File: src/aams_pkg.sv
// Shared types, constants and helper functions for the angular acceleration matrix block.
package aams_pkg;

  localparam int SAMPLE_WIDTH_DEF = 16;
  localparam int INV_W            = 24;
  localparam int DW_W             = 32;
  localparam int ENT_W            = 40;
  localparam int NUM_ENT          = 9;
  localparam int WIDE_W           = 66;
  localparam int FILL_W           = 3;
  localparam int CFG_AW           = 3;
  localparam int CFG_DW           = 32;

  localparam logic [INV_W-1:0]  INV_RESET    = 24'd5461;
  localparam logic [FILL_W-1:0] FILL_FULL    = 3'd4;
  localparam logic              CFG_IDX_INV  = 1'b0;

  typedef logic signed [WIDE_W-1:0]     wide_t;
  typedef logic [NUM_ENT-1:0][ENT_W-1:0] mat_t;

  typedef struct packed {
    logic shift;
    logic s1;
    logic s2;
    logic s3;
  } stage_en_t;

  // Clamp a wide signed value to the signed 40-bit entry range.
  function automatic logic [ENT_W-1:0] sat_ent(input wide_t v);
    logic [ENT_W-1:0] r;
    if ((&v[WIDE_W-1:ENT_W-1]) || !(|v[WIDE_W-1:ENT_W-1])) begin
      r = v[ENT_W-1:0];
    end else begin
      r = {v[WIDE_W-1], {(ENT_W-1){~v[WIDE_W-1]}}};
    end
    return r;
  endfunction

endpackage

File: src/aams_lane.sv
// One axis lane: sample history, five-point stencil, scaling, rounding and the two rate products.
module aams_lane #(
  parameter int SAMPLE_WIDTH = aams_pkg::SAMPLE_WIDTH_DEF
) (
  input  logic                                  clk,
  input  aams_pkg::stage_en_t                   en_i,
  input  logic signed [SAMPLE_WIDTH-1:0]        sample_i,
  input  logic [aams_pkg::INV_W-1:0]            inv_i,
  input  logic signed [SAMPLE_WIDTH-1:0]        nb_w_i,
  output logic signed [SAMPLE_WIDTH-1:0]        w_o,
  output logic signed [aams_pkg::DW_W-1:0]      dw_o,
  output logic signed [2*SAMPLE_WIDTH-1:0]      sq_o,
  output logic signed [2*SAMPLE_WIDTH-1:0]      cr_o
);

  localparam int SW  = SAMPLE_WIDTH;
  localparam int STW = SW + 5;
  localparam int PW  = SW + 30;
  localparam int QW  = PW - 5;
  localparam int SQW = 2 * SW;
  localparam int DWW = aams_pkg::DW_W;

  localparam logic signed [PW-1:0] RND_HALF = PW'(16);

  logic signed [SW-1:0]  hist_r [4];
  logic signed [STW-1:0] st_r;
  logic signed [STW-1:0] st_nxt;
  logic signed [SW-1:0]  w1_r;
  logic signed [PW-1:0]  prod_r;
  logic signed [PW-1:0]  prod_nxt;
  logic signed [SQW-1:0] sq2_r;
  logic signed [SQW-1:0] cr2_r;
  logic signed [SQW-1:0] sq3_r;
  logic signed [SQW-1:0] cr3_r;
  logic signed [DWW-1:0] dw_r;
  logic signed [DWW-1:0] dw_nxt;
  logic signed [PW-1:0]  rnd;
  logic signed [QW-1:0]  q;
  logic signed [STW-1:0] e0, e1, e3, e4;

  always_comb begin
    e0     = STW'(hist_r[0]);
    e1     = STW'(hist_r[1]);
    e3     = STW'(hist_r[3]);
    e4     = STW'(sample_i);
    st_nxt = e0 - (e1 <<< 3) + (e3 <<< 3) - e4;
  end

  assign prod_nxt = PW'(st_r) * PW'($signed({1'b0, inv_i}));

  // Round half up, then clamp to the signed 32-bit range.
  always_comb begin
    rnd = prod_r + RND_HALF;
    q   = rnd[PW-1:5];
    if ((&q[QW-1:DWW-1]) || !(|q[QW-1:DWW-1])) begin
      dw_nxt = q[DWW-1:0];
    end else begin
      dw_nxt = {q[QW-1], {(DWW-1){~q[QW-1]}}};
    end
  end

  always_ff @(posedge clk) begin
    if (en_i.shift) begin
      hist_r[0] <= hist_r[1];
      hist_r[1] <= hist_r[2];
      hist_r[2] <= hist_r[3];
      hist_r[3] <= sample_i;
    end
    if (en_i.s1) begin
      st_r <= st_nxt;
      w1_r <= hist_r[2];
    end
    if (en_i.s2) begin
      prod_r <= prod_nxt;
      sq2_r  <= SQW'(w1_r) * SQW'(w1_r);
      cr2_r  <= SQW'(w1_r) * SQW'(nb_w_i);
    end
    if (en_i.s3) begin
      dw_r  <= dw_nxt;
      sq3_r <= sq2_r;
      cr3_r <= cr2_r;
    end
  end

  assign w_o  = w1_r;
  assign dw_o = dw_r;
  assign sq_o = sq3_r;
  assign cr_o = cr3_r;

endmodule

File: config.mk
export PLATFORM = sky130hd
export DESIGN_NAME = aams_lane
export DESIGN_NICKNAME = d
export VERILOG_FILES = /design/src/aams_pkg.sv /design/src/aams_lane.sv
export SDC_FILE = /design/constraint.sdc
export NUM_CORES = 2
export LEC_CHECK = 0
export ABC_AREA = 1
export BUFFER_PORTS_ARGS = -buffer_cell sky130_fd_sc_hd__buf_2
export CAP_MARGIN = 0
export CELL_PAD_IN_SITES_DETAIL_PLACEMENT = 2
export CELL_PAD_IN_SITES_GLOBAL_PLACEMENT = 2
export CORE_UTILIZATION = 40
export DETAILED_ROUTE_END_ITERATION = 6
export MAX_ROUTING_LAYER = met4
export PLACE_DENSITY = 0.86
export SLEW_MARGIN = 40
export SYNTH_ARGS = -nofsm -noshare
export SYNTH_HDL_FRONTEND = slang
export SYNTH_SLANG_ARGS = --single-unit
File: constraint.sdc
create_clock -name clk -period 7 [get_ports clk]
set_clock_uncertainty 0.1 [all_clocks]
set_input_delay 0.35 -clock clk [delete_from_list [all_inputs] [get_ports clk]]
set_output_delay 0.35 -clock clk [all_outputs]
set_load 0.05 [all_outputs]
==> Word-level counts from Yosys, hierarchy flattened <==
Memories as Yosys holds them, arrays and structs flattened.
Index checks and enable logic that the tools add are counted.
{ "totals": {"register_bits": 243, "mem_bits_rw": 64, "in_bits": 61, "output_inout_bits": 112, "memories": 1} }
{ "mem_list": {"columns": ["memory", "words", "word_bits", "read_ports", "rd_ports_with_merged_regs", "write_ports", "line", "rtl"], "rows": [
  ["hist_r", 4, 16, 4, 0, 4, "aams_lane.sv:25", "logic signed [SW-1:0] hist_r [4];"]
]} }
{ "op_classes": {"add_sub_neg": 4, "n_mul": 3, "muxes": 3, "n_bitwise": 1, "reduce_logical": 4} }
{ "ops": {"columns": ["operator", "count"], "rows": [
  ["$mul 16x16->32", 2],
  ["$add 46x6->46 const B", 1],
  ["$mul 21x25->46", 1],
  ["$mux 32", 1],
  ["$add 20x19->21", 1],
  ["$sub 21x16->21", 1],
  ["$sub 16x19->20", 1],
  ["$reduce_and 10->1", 1],
  ["$reduce_or 10->1", 1],
  ["$mux 1", 2],
  ["$logic_not 1->1", 1],
  ["$logic_or 1x1->1", 1],
  ["$not 1->1", 1]
]} }

==> Depth between registers and ports, before layout <==
{ "depth": {"word_depth": 5, "depth_mapped": 29, "ltp_nobuf": 27} }

==> Least setup slack after synthesis <==
OpenSTA, ideal clock, no wires.
{ "synth_path": {"path_type": "reg2reg", "startpoint": "register w1_r[15], in the netlist w_o[15], read port of hist_r", "endpoint": "register sq2_r[27], data pin", "setup_time_ps": 258, "t_arrival_ps": 5865, "required_time_ps": 6642, "slack_ps": 777, "path_stages_with_launch": 20, "n_path_buf": 2, "cell_sequence": "edfxtp_1 clkbuf_1 clkbuf_1 nand2_1 fa_1 inv_1 fa_1 inv_1 fa_1 fa_1 fa_1 inv_1 fa_1 ha_1 nand2_1 nor4_1 nand4_1 nand3_1 a21oi_1 xnor2_1"} }
{ "synth_via": {"elab_chain_cells": 1} }
{ "synth_lines": {"columns": ["item", "line", "rtl"], "rows": [
  ["start, declared", "aams_lane.sv:28", "logic signed [SW-1:0] w1_r;"],
  ["$mul 16x16->32", "aams_lane.sv:75", "sq2_r <= SQW'(w1_r) * SQW'(w1_r);"],
  ["end signal, assigned", "aams_lane.sv:75", null],
  ["end, declared", "aams_lane.sv:31", "logic signed [SQW-1:0] sq2_r;"]
]} }
Every way passes these cells.
A chain may end at the register's enable or synchronous reset.

==> Worst setup path after layout <==
{ "layout_path": {"startpoint": "register st_r[9]", "endpoint": "register prod_r[37], data pin"} }
{ "layout_via": {"elab_chain_cells": 1} }
{ "layout_lines": {"columns": ["item", "line", "rtl"], "rows": [
  ["start, declared", "aams_lane.sv:26", "logic signed [STW-1:0] st_r;"],
  ["start signal, assigned", "aams_lane.sv:70", "st_r <= st_nxt;"],
  ["$mul 21x25->46", "aams_lane.sv:49", "assign prod_nxt = PW'(st_r) * PW'($signed({1'b0, inv_i}));"],
  ["net prod_nxt[37]", "aams_lane.sv:30", "logic signed [PW-1:0] prod_nxt;"],
  ["end signal, assigned", "aams_lane.sv:74", "prod_r <= prod_nxt;"],
  ["end, declared", "aams_lane.sv:29", "logic signed [PW-1:0] prod_r;"]
]} }
The timed path passes the listed nets, and every way through them passes these cells.

==> impl.org <==
** Routing
- The detailed router placed around 42000 vias in this run.
- In this run the remaining antenna-violating nets after routing total 0.
- Wire length after detailed routing :: roughly 230000 um
- Detailed Route Iter0 Violations :: 3343
- In the routed layout, each cell is associated on average with a via count of about 5.7.
- DR DRC count :: 0
- Average detailed-routed wire length per instance :: between 30 and 40 um
- First-pass DRT Iterations :: 5

** Clock network
- Buffer cell driving the clock tree root :: sky130_fd_sc_hd__clkbuf_16
- Clock transition at the registers of the reported paths :: about 0.070 ns
- Clock Tree Buf Depth :: 3
- TritonCTS built the clock tree.
- Counting every sink on the clock net gives about 300.
- H-tree levels :: 2
- For the worst-skew pair, the clock arrives at the later sink with an insertion delay of between 0.6 and 0.7 ns.
- TritonCTS created 42 clock buffers.

** Global routing
- Vias in the first global route :: 48500
- Maximum number of pins on one net before global-route repair :: a little over 70
- In the global route stage, overall resource usage came out at a little over a third.
- Total overflow reported by the global router :: 0
- Antenna violations before repair :: 18
- Global-route wire length before repair :: 313000 um

** Timing
- Achievable frequency :: ~130 MHz
- The number of max-slew violations in the final report came to 0.
- The final number of hold-violating endpoints is 0.
- Number of failing setup endpoints in the final timing report :: 35
- Crit share post-route :: 109%
- Subtracting the final worst setup slack from the clock period gives around 7.6 ns.
- In the post-route analysis, the smallest setup slack over all paths is -0.629 ns.
- Setup repair after global routing could not meet its margin everywhere.
- At the pin with the least slew margin, the transition time is approximately 0.8 ns.
- The tightest hold path in the finished design has a slack of 0.159 ns.
- Headroom to the max-slew limit came out at a little under half.

** Place
- Last weighted congestion value of the routability-driven placer :: 0.896
- Total instance count after detailed placement :: 7253
- Input and output buffers added on the ports amount to roughly 170.
- After legalization and detailed placement, the total HPWL measured about 160000 um.
- After detailed placement, the total cell area comes to 52300 um2.

** Logic synthesis
- EDFF count, synth :: approximately 300
- Post-synthesis cell area :: a little under 50000 um2
- Post-synthesis sequential element count :: 301
- The most used flip-flop cell after synthesis is sky130_fd_sc_hd__edfxtp_1.
- Area share of the largest cell type after synthesis :: approximately two fifths
- Synth top cells by count :: sky130_fd_sc_hd__inv_1, sky130_fd_sc_hd__nand2_1, sky130_fd_sc_hd__fa_1
- Each instance of the synthesized netlist takes up on average around 9 um2.
- sky130_fd_sc_hd__fa_1 takes more of the synthesized area than any other cell.
- Async set or reset register ratio after synthesis :: 0%
- Ranking of synthesized cells by area :: sky130_fd_sc_hd__fa_1, sky130_fd_sc_hd__edfxtp_1, sky130_fd_sc_hd__inv_1, sky130_fd_sc_hd__nand2_1, sky130_fd_sc_hd__ha_1
- The synthesized netlist contains 47 unique library cells.
- Most numerous cell in the Yosys netlist :: sky130_fd_sc_hd__inv_1
- For this run, the number of Yosys warnings is 0.
- Post-Syn Instances :: approximately 5500
- Net count after synthesis :: 6903
- Sequential-to-total area share from yosys stat :: between 10% and 20%

** Final layout
- Fraction of layout instances using a drive strength above 1 :: a little under a tenth
- Fill count :: 13200
- Count of nets after finishing :: ~7100
- Final instance area :: 54900 um2
- Relative to the synthesized area, the layout overhead comes to 11.8%.
- Once layout is complete, the cells apart from fillers number between 7000 and 8000.

** Floorplanning
- Site row count :: 128
- The die covers about 120000 um2.
- Overall die height :: 353 um
- For this design the top-level I/O count stands at around 170.
- Core Footprint :: 122000 um2
- Initial cell density of the core :: between 40% and 50%
- Measured along the x axis, the die boundary spans 353 um.

** Outcome
- The final reports fail on negative setup slack.
- The flow ran to the end, but the final reports show violations.

** Worst hold path
- Class of the most critical hold timing path :: in -> reg

** Setup path
- For the worst setup path, the data arrival time is between 7 and 8 ns.
- The worst setup path is launched from a flop.
- Required time of the critical path :: around 7.3 ns
- The setup path with the least slack is of type reg -> reg.
- The slowest stage of the critical path belongs to the cell sky130_fd_sc_hd__fa_1.
- On the worst path, the slowest cell contributes a delay of around 0.63 ns.
- Endpoint type of the worst setup path :: flop
- By instance count, the cell type seen most on the critical path is sky130_fd_sc_hd__fa_1.
- Of all nets on the critical path, the largest fanout is 9.
- Walking the worst path, the cells encountered are buf_4 -> nand2_1 -> fa_1 -> inv_1 -> fa_1 -> inv_1 -> fa_1 -> inv_1 -> fa_1 -> fa_1 -> fa_1 -> inv_1 -> fa_1 -> inv_1 -> ha_2 -> nand2_1 -> nor2_1 -> inv_1 -> nor2_1 -> nand3_1 -> nand2_1 -> nand2_1 -> nand2_1 -> xor2_1.

** Run
- Number of maximum-capacitance constraint violations :: 0
-- critical path: cells and delay by family, from the launching register on --
kind / cells / cell delay (ns)
XOR/XNOR: 1 / 0.09
adder cells (fa/ha/maj): 8 / 4.24
buffers and inverters: 7 / 0.88
flip-flops: 1 / 0.51
AND/OR/NAND/NOR: 8 / 1.51
-- registers in the layout, indices dropped and copies added (netlist names), 21 cells and up --
signal,count
sq2_r,31
st_r,21
sq_o,31
prod_r,42
cr_o,32
cr2_r,32
hist_r,64
dw_o,32
-- through the flow --
step | util [%] | worst slack (ns) | setup TNS [ns]
floorplan | - | 0.777 | 0
global placement | 42.9 | 0.241 | 0
detailed placement | 42.9 | -0.223 | -1.10
CTS | 44.5 | 0.00230 | 0
global route | 45.1 | -0.535 | -9.67
finish | 45.1 | -0.629 | -7.65
-- layout make-up --
class | instances | area (um2) | area share (%)
multi-input cells | 3395 | 33500 | 61.0
clock inverters | 24 | 324 | 0.590
flip-flops and latches | 301 | 9040 | 16.5
inverters | 1645 | 6190 | 11.3
clock buffers | 53 | 1090 | 1.99
well taps | 1625 | 2030 | 3.70
diodes | 19 | 47.5 | 0.0866
repair buffers | 376 | 2720 | 4.95
-- final timing paths --
check	from	to	slack [ns]	cells past startpoint
setup / recovery	st_r[9]	prod_r[37]	-0.63	24
hold reg to reg	cr2_r[7]	cr_o[7]	0.32	0
hold / removal	en_i[0]	cr_o[12]	0.16	1
setup reg to reg	st_r[9]	prod_r[37]	-0.63	24
-- metal layers --
metal	up-vias	track usage [%]	share of wire, %
met5	-	-	0
met2	2622	60.3	49
li1	16500	-	-
met4	0	21.2	9.8
met3	1453	5.96	7.6
met1	21500	37.4	34
-- logic make-up after synthesis --
kind of cell    synth area share [%]
buf+inv                         14.1
simple gates                    13.2
fa+ha+maj                       48.3
flops                           18.4
compound gates                  3.07
xor+xnor                        2.98
other cells                  0.00763
-- timing repair --
item / CTS / global route
setup endpoints to repair: 16 / 41
hold endpoints to repair: 16 / 0
setup buffers: 37 / 35
gates resized for setup: 6 / 78
pin swaps: 0 / 6
hold buffers: 16 / 0
-- placed cells by master (no fill, tap or decap), drive strengths merged, types with 10 or more instances in the layout --
master / instances
fa: 955
nor3: 20
nand3: 81
xnor2: 67
inv: 1642
a31oi: 12
o21ai: 68
a21oi: 140
nand4: 22
or2: 22
edfxtp: 301
nor4: 10
ha: 367
o21bai: 17
buf: 360
nand2: 1259
dlygate4sd3: 16
a21o: 13
diode: 19
clkinv: 18
nor2: 211
xor2: 100
clkbuf: 53
Power is not shown: default switching activity piles up to over one toggle a cycle in this logic, so the estimate is an artifact.
