===== src/aams_pkg.sv =====
// Shared types, constants and helper functions for the angular acceleration matrix block.
package aams_pkg;

  localparam int SAMPLE_WIDTH_DEF = 16;
  localparam int INV_W            = 24;
  localparam int DW_W             = 32;
  localparam int ENT_W            = 40;
  localparam int NUM_ENT          = 9;
  localparam int WIDE_W           = 66;
  localparam int FILL_W           = 3;
  localparam int CFG_AW           = 3;
  localparam int CFG_DW           = 32;

  localparam logic [INV_W-1:0]  INV_RESET    = 24'd5461;
  localparam logic [FILL_W-1:0] FILL_FULL    = 3'd4;
  localparam logic              CFG_IDX_INV  = 1'b0;

  typedef logic signed [WIDE_W-1:0]     wide_t;
  typedef logic [NUM_ENT-1:0][ENT_W-1:0] mat_t;

  typedef struct packed {
    logic shift;
    logic s1;
    logic s2;
    logic s3;
  } stage_en_t;

  // Clamp a wide signed value to the signed 40-bit entry range.
  function automatic logic [ENT_W-1:0] sat_ent(input wide_t v);
    logic [ENT_W-1:0] r;
    if ((&v[WIDE_W-1:ENT_W-1]) || !(|v[WIDE_W-1:ENT_W-1])) begin
      r = v[ENT_W-1:0];
    end else begin
      r = {v[WIDE_W-1], {(ENT_W-1){~v[WIDE_W-1]}}};
    end
    return r;
  endfunction

endpackage


===== src/aams_merge.sv =====
// Merging stage: combines the three lanes into the nine clamped matrix entries.
module aams_merge #(
  parameter int SAMPLE_WIDTH = aams_pkg::SAMPLE_WIDTH_DEF
) (
  input  logic                                clk,
  input  logic                                load_i,
  input  logic signed [aams_pkg::DW_W-1:0]    dw_i [3],
  input  logic signed [2*SAMPLE_WIDTH-1:0]    sq_i [3],
  input  logic signed [2*SAMPLE_WIDTH-1:0]    cr_i [3],
  output aams_pkg::mat_t                      mat_o
);

  aams_pkg::mat_t mat_r;
  aams_pkg::mat_t mat_nxt;
  aams_pkg::wide_t dx, dy, dz, sx, sy, sz, cxy, cyz, czx;

  always_comb begin
    dx  = aams_pkg::wide_t'(dw_i[0]);
    dy  = aams_pkg::wide_t'(dw_i[1]);
    dz  = aams_pkg::wide_t'(dw_i[2]);
    sx  = aams_pkg::wide_t'(sq_i[0]);
    sy  = aams_pkg::wide_t'(sq_i[1]);
    sz  = aams_pkg::wide_t'(sq_i[2]);
    cxy = aams_pkg::wide_t'(cr_i[0]);
    cyz = aams_pkg::wide_t'(cr_i[1]);
    czx = aams_pkg::wide_t'(cr_i[2]);
    mat_nxt[0] = aams_pkg::sat_ent(-(sy + sz));
    mat_nxt[1] = aams_pkg::sat_ent(cxy - dz);
    mat_nxt[2] = aams_pkg::sat_ent(dy + czx);
    mat_nxt[3] = aams_pkg::sat_ent(dz + cxy);
    mat_nxt[4] = aams_pkg::sat_ent(-(sx + sz));
    mat_nxt[5] = aams_pkg::sat_ent(cyz - dx);
    mat_nxt[6] = aams_pkg::sat_ent(czx - dy);
    mat_nxt[7] = aams_pkg::sat_ent(dx + cyz);
    mat_nxt[8] = aams_pkg::sat_ent(-(sx + sy));
  end

  always_ff @(posedge clk) begin
    if (load_i) begin
      mat_r <= mat_nxt;
    end
  end

  assign mat_o = mat_r;

endmodule


===== config.mk =====
export PLATFORM = sky130hd
export DESIGN_NAME = aams_merge
export DESIGN_NICKNAME = d
export VERILOG_FILES = /design/src/aams_pkg.sv /design/src/aams_merge.sv
export SDC_FILE = /design/constraint.sdc
export NUM_CORES = 1
export LEC_CHECK = 0
export BUFFER_PORTS_ARGS = -buffer_cell sky130_fd_sc_hd__buf_2
export CORE_AREA = 2 2 250 252
export CTS_BUF_LIST = sky130_fd_sc_hd__clkbuf_16
export DETAILED_ROUTE_END_ITERATION = 6
export DIE_AREA = 0 0 252 254
export GPL_TIMING_DRIVEN = 0
export PLACE_DENSITY = 0.71
export REMOVE_ABC_BUFFERS = 1
export SYNTH_ARGS = -nofsm -noshare
export SYNTH_HDL_FRONTEND = slang
export SYNTH_SLANG_ARGS = --single-unit

===== constraint.sdc =====
create_clock -name clk -period 6.6 [get_ports clk]
set_input_delay 1.32 -clock clk [delete_from_list [all_inputs] [get_ports clk]]
set_output_delay 1.32 -clock clk [all_outputs]
set_load 0.01 [all_outputs]

# Word-level counts from Yosys, hierarchy flattened

Index checks and enable logic that the tools add are counted.

Register bits after elaboration: 360
Logic and storage cells: 75
Output and inout bits: 360
Input bits: 290

Multiplexer cells: 9
Reductions and logical operators: 36
Bitwise logic cells: 9
Add/subtract/negate cells: 12

Operators with widths:

| operator                                       | count |
|---|---|
| 27-bit AND reduction                           | 9 |
| 27-bit OR reduction                            | 9 |
| 39-bit 2-to-1 mux                              | 6 |
| 32-bit by 32-bit adder with 33-bit output      | 6 |
| 33-bit negation with 66-bit output             | 3 |
| 40-bit 2-to-1 mux                              | 3 |
| 32-bit by 32-bit subtractor with 33-bit output | 3 |
| 1-bit logical NOT                              | 9 |
| 1-bit logical OR                               | 9 |
| 1-bit NOT                                      | 9 |

# Logic depth before layout (Yosys ltp)

Gate-level depths: netlist (run 1).

Depth in word-level cells: 6
Mapped depth: 23

# Worst setup path after synthesis (run 1)

OpenSTA, ideal clock, no wires.

Path type: input port to flip-flop
Start: in sq_i[2] (netlist name)
End: reg mat_r, in the netlist mat_o[191], data pin
Required time: 6333 ps
Path buffers: 2
Setup time: 267 ps
Stages on the path: 22
Arrival: 5311 ps
Setup slack: 1023 ps
Cells stage by stage: inv_1 > ha_1 > ha_1 > a211oi_1 > o21ai_0 > nand2_1 > o21ai_0 > o21ai_0 > a31oi_1 > o221a_2 > or2_2 > a21o_1 > a21o_1 > ha_1 > o21ai_0 > o21ai_0 > o22a_1 > nor2b_1 > o31ai_1 > clkbuf_1 > buf_2 > o21ai_0

RTL lines:

| element                | line             | text |
|---|---|---|
| start: declaration     | aams_merge.sv:8  | `input logic signed [2*SAMPLE_WIDTH-1:0] sq_i [3],` |
| end signal: assignment | aams_merge.sv:40 | `mat_r <= mat_nxt;` |
| end: declaration       | aams_merge.sv:13 | `aams_pkg::mat_t mat_r;` |

==> run summary, run 1 <==
port bufs -> 649
fin. max-slew vios -> 0
Power Dens Cells -> 251 mW/mm2
max cap viols -> 0
share of layout cells above drive strength 1 -> 22.4%
post-synthesis sequential area ratio -> 35.3%
area occupied by multi-input gates -> 0.0154 mm2
iteration count of the initial detailed-routing pass -> 5
worst path required time -> 6880 ps
Yosys top cell by area -> edfxtp_1
Overflow after GRT -> 0
Clock transition at path regs -> 60 ps
met1 Usage GRT -> 26.9%
Cell Count Post-Placement -> 4,131
Filler Cell Count -> 5,690
final worst-path cycle share -> 95.7%
Synth top area share -> 35.3%
Worst setup SP type -> primary input
met2 GRT Util -> 41.3%
initial antenna violation count -> 41
postcts setup bufs -> 0
vias -> 22,600
Die Y -> 254 um
CTS tree -> yes
CTS root buf -> clkbuf_16
Total Routing Usage GR -> 24.5%
Setup-failing EPs final -> 0
status -> finished clean
number of synthesized register bits -> 315
met3 usage -> 10.8%
count leader, synth -> ha_1
Hold EP -> mat_o[120]
Synthesis Warnings -> 0
hpwl dp -> 66,200 um
total wire length -> 81,500 um
setup TNS -> 0 ps
most instantiated cells after synthesis -> ha_1 (390), inv_1 (324), edfxtp_1 (315), a21oi_1 (229), nor2_1 (203)
leak pwr -> 15.2 nW
max_slew headroom -> 15.0%
Worst Hold Class -> primary input to flop
CTS Sinks -> 315
largest net degree at the start of global routing -> 114
worst-path fanout max -> 20
IO Count -> 650
RSZ-0062 raised after global routing -> false
Post-CTS Hold Fix Bufs -> 0
ranking of synthesized cells by area -> edfxtp_1 (35%), ha_1 (18%), xnor2_1 (5.9%), inv_1 (4.5%), a21oi_1 (4.3%)
die width -> 252 um
number of enable flip-flop cells after synthesis -> 315
nature of the critical path endpoint -> flop
initial drt markers -> 1,274
first-pass GRT wire length -> 121,000 um
vias in the first global route -> 21,700
Period minus WS final -> 6320 ps
antenna viol nets, final -> 0
grt peak-use layer -> met2
asr flop ratio synth -> 0%
Area growth syn-to-layout -> 18.7%
crit path DAT -> 6590 ps
post_cts resized -> 0
Final Hold Vio Count -> 0
hold_sp -> dw_i[0]
Worst VDD drop -> 0.000167 V
starting density of the core -> 43.8%
CP peak stage delay -> 700 ps
CTS buffer count -> 41
number of flip-flops in the largest register -> 315
Vias/cell -> 5.37
Setup CP Type -> primary input to flop
cell row count -> 91
average size of a mapped cell -> 9.49 um2
post-synth cell types -> 87
drt drc -> 0
Routability Congestion -> 0.946
hold depth -> 3
synthesized cell area -> 0.0268 mm2
post-layout total power -> 7.98 mW
routed len/inst -> 19.3 um
FF+latch area -> 0.00946 mm2
final std cells w/o fill -> 4,221
Syn Inst Count -> 2,828
final-stage net count -> 4,073
FMAX -> 158 MHz
Critical Path, Cell by Cell -> buf_2, ha_1, inv_1, ha_1, fa_1, a21oi_1, nor2_1, o21ai_0, a21oi_1, o311ai_1, o211ai_1, ha_1, nor2_1, xnor2_1, o21ai_0, or3_1, o22a_1, nor2b_1, o31ai_4, buf_16, o21ai_0
ys flop type -> edfxtp_1
die area -> 0.0640 mm2
Max stage delay cell, worst path -> o31ai_4
CTS Buffer Depth -> 3
area of the core -> 0.0613 mm2
H-Tree Level Count -> 2
worst slew pin tran -> 1280 ps
## critical path, delay by kind of cell
kind            cells  cell delay, ps
simple gates        4             830
compound gates      9            2610
buf+inv             3             390
xor+xnor            1             300
fa+ha+maj           4            1110
## metal layers
layer / vias up / wire length, um
met3: 184 / 8540
li1: 11200 / -
met5: - / 284
met1: 10500 / 30900
met2: 722 / 38700
met4: 44 / 3070
## through the flow
step           setup WS, ps  area, um2  util [%]  hold WS, ps
2_1_floorplan          -108      26100         -         1430
3_3_place_gp          -3000      30300      49.5         1730
3_5_place_dp           -434      30400      49.7         1730
4_1_cts                 174      31800      51.9         1110
5_1_grt                15.7      31800      52.0         1150
6_report                283      31900      52.0         1160
## where the power goes
part           total, mW  switching [mW]  internal [mW]  leakage [nW]
clock network       2.33           0.966           1.36         0.665
registers           2.83           0.116           2.71          3.08
logic               2.83            1.70           1.13          11.5
## kinds of logic after synthesis
logic type / count (synthesis) / synth area share, %
flip-flops: 315 / 35.3
AND/OR/NAND/NOR: 574 / 10.4
buffers and inverters: 465 / 7.33
multiplexers: 5 / 0.191
XOR/XNOR: 241 / 7.87
AO/OA/AOI/OAI: 829 / 20.1
adder cells (fa/ha/maj): 399 / 18.9
## worst max-delay path by stage
stage                  from    endpoint  slack, ps  cells past startpoint
floorplan           sq_i[2]  mat_o[160]       -110                     20
global placement    sq_i[0]  mat_o[165]      -3000                     20
detailed placement  sq_i[2]  mat_o[165]       -430                     22
CTS                 sq_i[2]  mat_o[165]        170                     22
global route        sq_i[2]  mat_o[187]         20                     22
finish              sq_i[1]  mat_o[165]        280                     21
## final cells by class
type,instances,share of cell area [%]
Multi-Input combinational cell,2048,48.4
Sequential cell,315,29.7
Timing Repair Buffer,653,10.5
Inverter,325,3.83
Clock buffer,42,3.30
Tap cell,790,3.10
Clock inverter,31,0.994
Antenna cell,17,0.134
## cells in the final DEF, fill, tap and decap left out, drive strengths merged, types with 15 or more instances in the layout
cell / count
buf: 653
ha: 390
inv: 329
edfxtp: 315
a21oi: 229
nor2: 203
o21ai: 199
xnor2: 180
a21o: 124
nand2: 94
xor2: 61
nor3: 56
o21bai: 52
nand3: 44
nand2b: 43
clkbuf: 42
nor2b: 34
a211oi: 25
a31oi: 23
o31ai: 22
o21a: 19
or3: 19
nand4: 18
o211ai: 18
diode: 17
clkinv: 15
Power figures use the tool's default switching activity.
==> run 2: changes to the inputs <==
==> constraint.sdc (replaced) <==
create_clock -name clk -period 6.6 [get_ports clk]
set_input_delay 0.99 -clock clk [delete_from_list [all_inputs] [get_ports clk]]
set_output_delay 0.99 -clock clk [all_outputs]
set_load 0.01 [all_outputs]
==> run summary, run 2 (synthesis results as in run 1) <==
FMAX -> 165 MHz (was 158 MHz)
grt peak-use layer -> met2 (unchanged)
worst path required time -> 6880 ps (about the same)
CTS root buf -> clkbuf_16 (unchanged)
area of the core -> 0.0613 mm2 (unchanged)
leak pwr -> 15.2 nW (about the same)
worst slew pin tran -> 1280 ps (about the same)
antenna viol nets, final -> 0 (unchanged)
Worst setup SP type -> primary input (unchanged)
Routability Congestion -> 0.946 (unchanged)
max_slew headroom -> 15.0% (about the same)
CTS Sinks -> 315 (unchanged)
met3 usage -> 10.8% (unchanged)
Overflow after GRT -> 0 (unchanged)
status -> finished clean (unchanged)
fin. max-slew vios -> 0 (unchanged)
postcts setup bufs -> 0 (unchanged)
Post-CTS Hold Fix Bufs -> 0 (unchanged)
vias -> 22,700 (was 22,600)
number of flip-flops in the largest register -> 315 (unchanged)
Cell Count Post-Placement -> 4,131 (unchanged)
share of layout cells above drive strength 1 -> 22.4% (unchanged)
worst-path fanout max -> 20 (unchanged)
port bufs -> 649 (unchanged)
Die Y -> 254 um (unchanged)
CTS Buffer Depth -> 3 (unchanged)
Filler Cell Count -> 5,690 (unchanged)
Final Util -> 52.0% (unchanged)
commonest non-fill, non-tap cell in the layout -> buf_2 (unchanged)
hpwl dp -> 66,200 um (unchanged)
Area growth syn-to-layout -> 18.7% (unchanged)
RSZ-0062 raised after global routing -> false (unchanged)
Period minus WS final -> 6050 ps (was 6320 ps)
Power Dens Cells -> 251 mW/mm2 (about the same)
met2 GRT Util -> 41.3% (unchanged)
met1 Usage GRT -> 26.9% (unchanged)
area occupied by multi-input gates -> 0.0154 mm2 (unchanged)
crit path DAT -> 6330 ps (was 6590 ps)
largest net degree at the start of global routing -> 114 (unchanged)
IO Count -> 650 (unchanged)
final std cells w/o fill -> 4,221 (unchanged)
cell row count -> 91 (unchanged)
die area -> 0.0640 mm2 (unchanged)
drt drc -> 0 (unchanged)
nature of the critical path endpoint -> flop (unchanged)
CTS tree -> yes (unchanged)
routed len/inst -> 19.3 um (about the same)
most frequent cells in the layout -> buf_2 (648), ha_1 (390), inv_1 (327) (unchanged)
initial drt markers -> 1,280 (was 1,274)
Clock transition at path regs -> 60 ps (about the same)
max cap viols -> 0 (unchanged)
final-stage net count -> 4,073 (unchanged)
Setup CP Type -> primary input to flop (unchanged)
vias in the first global route -> 21,700 (unchanged)
Worst VDD drop -> 0.000166 V (was 0.000167 V)
initial antenna violation count -> 41 (unchanged)
final worst-path cycle share -> 91.7% (was 95.7%)
Vias/cell -> 5.37 (about the same)
first-pass GRT wire length -> 121,000 um (unchanged)
total wire length -> 81,500 um (about the same)
H-Tree Level Count -> 2 (unchanged)
Final Hold Vio Count -> 0 (unchanged)
Worst Hold Class -> primary input to flop (unchanged)
iteration count of the initial detailed-routing pass -> 5 (unchanged)
Setup-failing EPs final -> 0 (unchanged)
die width -> 252 um (unchanged)
starting density of the core -> 43.8% (unchanged)
Total Routing Usage GR -> 24.5% (unchanged)
CTS buffer count -> 41 (unchanged)
FF+latch area -> 0.00946 mm2 (unchanged)
==> run 2: cell counts in the layout (fill, tap and decap cells not counted) <==
Identical to the previous run, type by type.
==> run 2: timing repair <==
| item | in CTS | in global routing |
|---|---|---|
| resized for setup | 0 | 1 |
| hold endpoints to repair | 0 | 0 |
| endpoints found under the setup margin | 0 | 18 |
==> run 2: report_power, final <==
group / leakage [nW] / internal (mW) / switching [mW] / total [mW]
Clock: 0.665 / 1.36 / 0.965 / 2.32
Sequential: 3.08 / 2.71 / 0.116 / 2.83
Combinational: 11.5 / 1.13 / 1.70 / 2.83
Total: 15.2 / 5.20 / 2.78 / 7.98
==> run 2: final timing paths <==
check,cells after the start,start,endpoint,slack [ps]
max,21,sq_i[1],mat_o[165],550
min,3,dw_i[0],mat_o[120],830
==> run 2: routing by layer <==
metal / part of all wire (%) / routed length, um / vias up
met2: 48 / 38700 / 718
li1: - / - / 11200
met1: 38 / 30800 / 10500
met4: 3.8 / 3070 / 44
met5: 0.35 / 284 / -
met3: 10 / 8550 / 186
==> run 2: stage by stage <==
step	instance area (um2)	hold WS [ps]	worst slack [ps]	setup TNS, ps	total power, mW
after global routing	31800	816	305	0	8.44
after CTS	31800	783	504	0	8.05
final	31900	834	547	0	7.98
after detailed placement	30400	1400	-104	-164	5.69
after global placement	30300	1400	-2670	-167750	5.67
after floorplan	26100	1100	222	0	4.61
==> run 2: final cells by class <==
class	count	share of cell area, %
Timing Repair Buffer	653	10.5
Inverter	325	3.83
Clock buffer	42	3.30
Multi-Input combinational cell	2048	48.4
Antenna cell	17	0.134
Tap cell	790	3.10
Sequential cell	315	29.7
Clock inverter	31	0.994
==> run 2: critical path, cell delays in order <==
cell      delay (ps)
buf_2            120
ha_1             270
inv_1             40
ha_1             220
fa_1             410
a21oi_1          230
nor2_1           100
o21ai_0          290
a21oi_1          200
o311ai_1         470
o211ai_1         180
ha_1             210
nor2_1           190
xnor2_1          300
o21ai_0          220
or3_1            350
o22a_1           210
nor2b_1          190
o31ai_4          750
buf_16           230
o21ai_0          130
==> run 3: changes to the inputs <==
--- a/config.mk
+++ b/config.mk
@@ -12,6 +12,7 @@
 export DIE_AREA = 0 0 252 254
 export GPL_TIMING_DRIVEN = 0
 export PLACE_DENSITY = 0.71
+export RECOVER_POWER = 100
 export REMOVE_ABC_BUFFERS = 1
 export SYNTH_ARGS = -nofsm -noshare
 export SYNTH_HDL_FRONTEND = slang
==> run summary, run 3 (synthesis results as in run 1) <==
hpwl dp -> 66,200 um (unchanged)
hold_sp -> dw_i[0] (unchanged)
CP startpoint -> sq_i[0] (was sq_i[1])
die width -> 252 um (unchanged)
postcts setup bufs -> 0 (unchanged)
status -> complete, but fails checks (was finished clean)
iteration count of the initial detailed-routing pass -> 5 (unchanged)
Total Routing Usage GR -> 24.5% (unchanged)
worst path required time -> 6870 ps (was 6880 ps)
Worst setup SP type -> primary input (unchanged)
antenna viol nets, final -> 0 (unchanged)
worst-path fanout max -> 20 (unchanged)
max cap viols -> 1 (was 0)
CTS Buffer Depth -> 3 (unchanged)
Final Hold Vio Count -> 0 (unchanged)
cell row count -> 91 (unchanged)
vias in the first global route -> 21,700 (unchanged)
Post-CTS Hold Fix Bufs -> 0 (unchanged)
Fin Hold WS -> 837 ps (was 834 ps)
die area -> 0.0640 mm2 (unchanged)
max_slew headroom -> -262% (was 15.0%)
post-layout total power -> 7.87 mW (was 7.98 mW)
Period minus WS final -> 6080 ps (was 6050 ps)
Worst Hold Class -> primary input to flop (unchanged)
Setup-failing EPs final -> 0 (unchanged)
IO Count -> 650 (unchanged)
Worst VDD drop -> 0.000167 V (was 0.000166 V)
H-Tree Level Count -> 2 (unchanged)
vias -> 22,700 (about the same)
starting density of the core -> 43.8% (unchanged)
leak pwr -> 14.2 nW (was 15.2 nW)
number of flip-flops in the largest register -> 315 (unchanged)
largest net degree at the start of global routing -> 114 (unchanged)
CTS buffer count -> 41 (unchanged)
FMAX -> 165 MHz (about the same)
commonest non-fill, non-tap cell in the layout -> ha_1 (was buf_2)
Power Dens Cells -> 252 mW/mm2 (was 251 mW/mm2)
Overflow after GRT -> 0 (unchanged)
final-stage net count -> 4,073 (unchanged)
drt drc -> 0 (unchanged)
nature of the critical path endpoint -> flop (unchanged)
Area growth syn-to-layout -> 16.7% (was 18.7%)
Clock transition at path regs -> 60 ps (about the same)
Routability Congestion -> 0.946 (unchanged)
CTS tree -> yes (unchanged)
first-pass GRT wire length -> 121,000 um (unchanged)
initial drt markers -> 1,278 (was 1,280)
Filler Cell Count -> 5,907 (was 5,690)
CTS Sinks -> 315 (unchanged)
fin. max-slew vios -> 93 (was 0)
setup TNS -> 0 ps (unchanged)
total wire length -> 81,500 um (about the same)
CP endpoint -> mat_o[165] (unchanged)
post_cts resized -> 0 (unchanged)
initial antenna violation count -> 41 (unchanged)
Vias/cell -> 5.37 (about the same)
most frequent cells in the layout -> ha_1 (390), clkbuf_1 (375), inv_1 (327) (was buf_2 (648), ha_1 (390), inv_1 (327))
routed len/inst -> 19.3 um (about the same)
Setup CP Type -> primary input to flop (unchanged)
crit path DAT -> 6350 ps (was 6330 ps)
RSZ-0062 raised after global routing -> false (unchanged)
share of layout cells above drive strength 1 -> 11.2% (was 22.4%)
area of the core -> 0.0613 mm2 (unchanged)
final instance area -> 0.0313 mm2 (was 0.0319 mm2)
CTS root buf -> clkbuf_16 (unchanged)
worst slew pin tran -> 5430 ps (was 1280 ps)
final worst-path cycle share -> 92.0% (was 91.7%)
placed cell areas -> 0.0304 mm2 (unchanged)
failing checks -> max-capacitance violations, max-slew violations
port bufs -> 649 (unchanged)
Die Y -> 254 um (unchanged)
-- run 3: final cells by class --
type / count / area [um2] / share of cell area [%]
Clock inverter: 31 / 317 / 1.01
Timing Repair Buffer: 653 / 2880 / 9.19
Clock buffer: 42 / 1050 / 3.36
Tap cell: 790 / 988 / 3.16
Sequential cell: 315 / 9460 / 30.2
Multi-Input combinational cell: 2048 / 15300 / 49.0
Inverter: 325 / 1220 / 3.90
Antenna cell: 17 / 42.5 / 0.136
-- run 3: how the worst min path moves through the flow --
stage / endpoint / cells past startpoint / slack, ps
2_1_floorplan: mat_o[0] / 0 / 1100
3_3_place_gp: mat_o[38] / 1 / 1400
3_5_place_dp: mat_o[229] / 1 / 1400
4_1_cts: mat_o[80] / 3 / 780
5_1_grt: mat_o[80] / 3 / 820
6_report: mat_o[120] / 3 / 840
-- run 3: worst max-delay path: stages --
cell      delay [ps]
buf_2             80
inv_1            120
ha_1             240
ha_1             210
fa_1             410
a21oi_1          230
nor2_1           100
o21ai_0          290
a21oi_1          200
o311ai_1         470
o211ai_1         180
ha_1             210
nor2_1           190
xnor2_1          300
o21ai_0          220
or3_1            350
o22a_1           210
nor2b_1          180
o31ai_4          770
buf_16           230
o21ai_0          130
-- run 3: metal layers --
layer	global-route usage (%)	vias up	routed length (um)
met2	41.3	704	38700
met3	10.8	189	8500
met4	9.96	44	3120
met1	26.9	10500	30900
met5	0	-	284
li1	-	11200	-
-- run 3: through the flow --
stage / std cells / setup WS, ps / utilization [%]
CTS: 4204 / 504 / 51.9
detailed placement: 4131 / -104 / 49.7
finish: 4221 / 525 / 51.1
floorplan: 2688 / 222 / -
global route: 4214 / 234 / 51.1
global placement: 4127 / -2670 / 49.5
-- run 3: power breakdown --
| part | internal, mW | total (mW) | switching, mW |
|---|---|---|---|
| Sequential | 2.72 | 2.84 | 0.127 |
| Combinational | 1.02 | 2.71 | 1.69 |
| Clock | 1.36 | 2.32 | 0.963 |
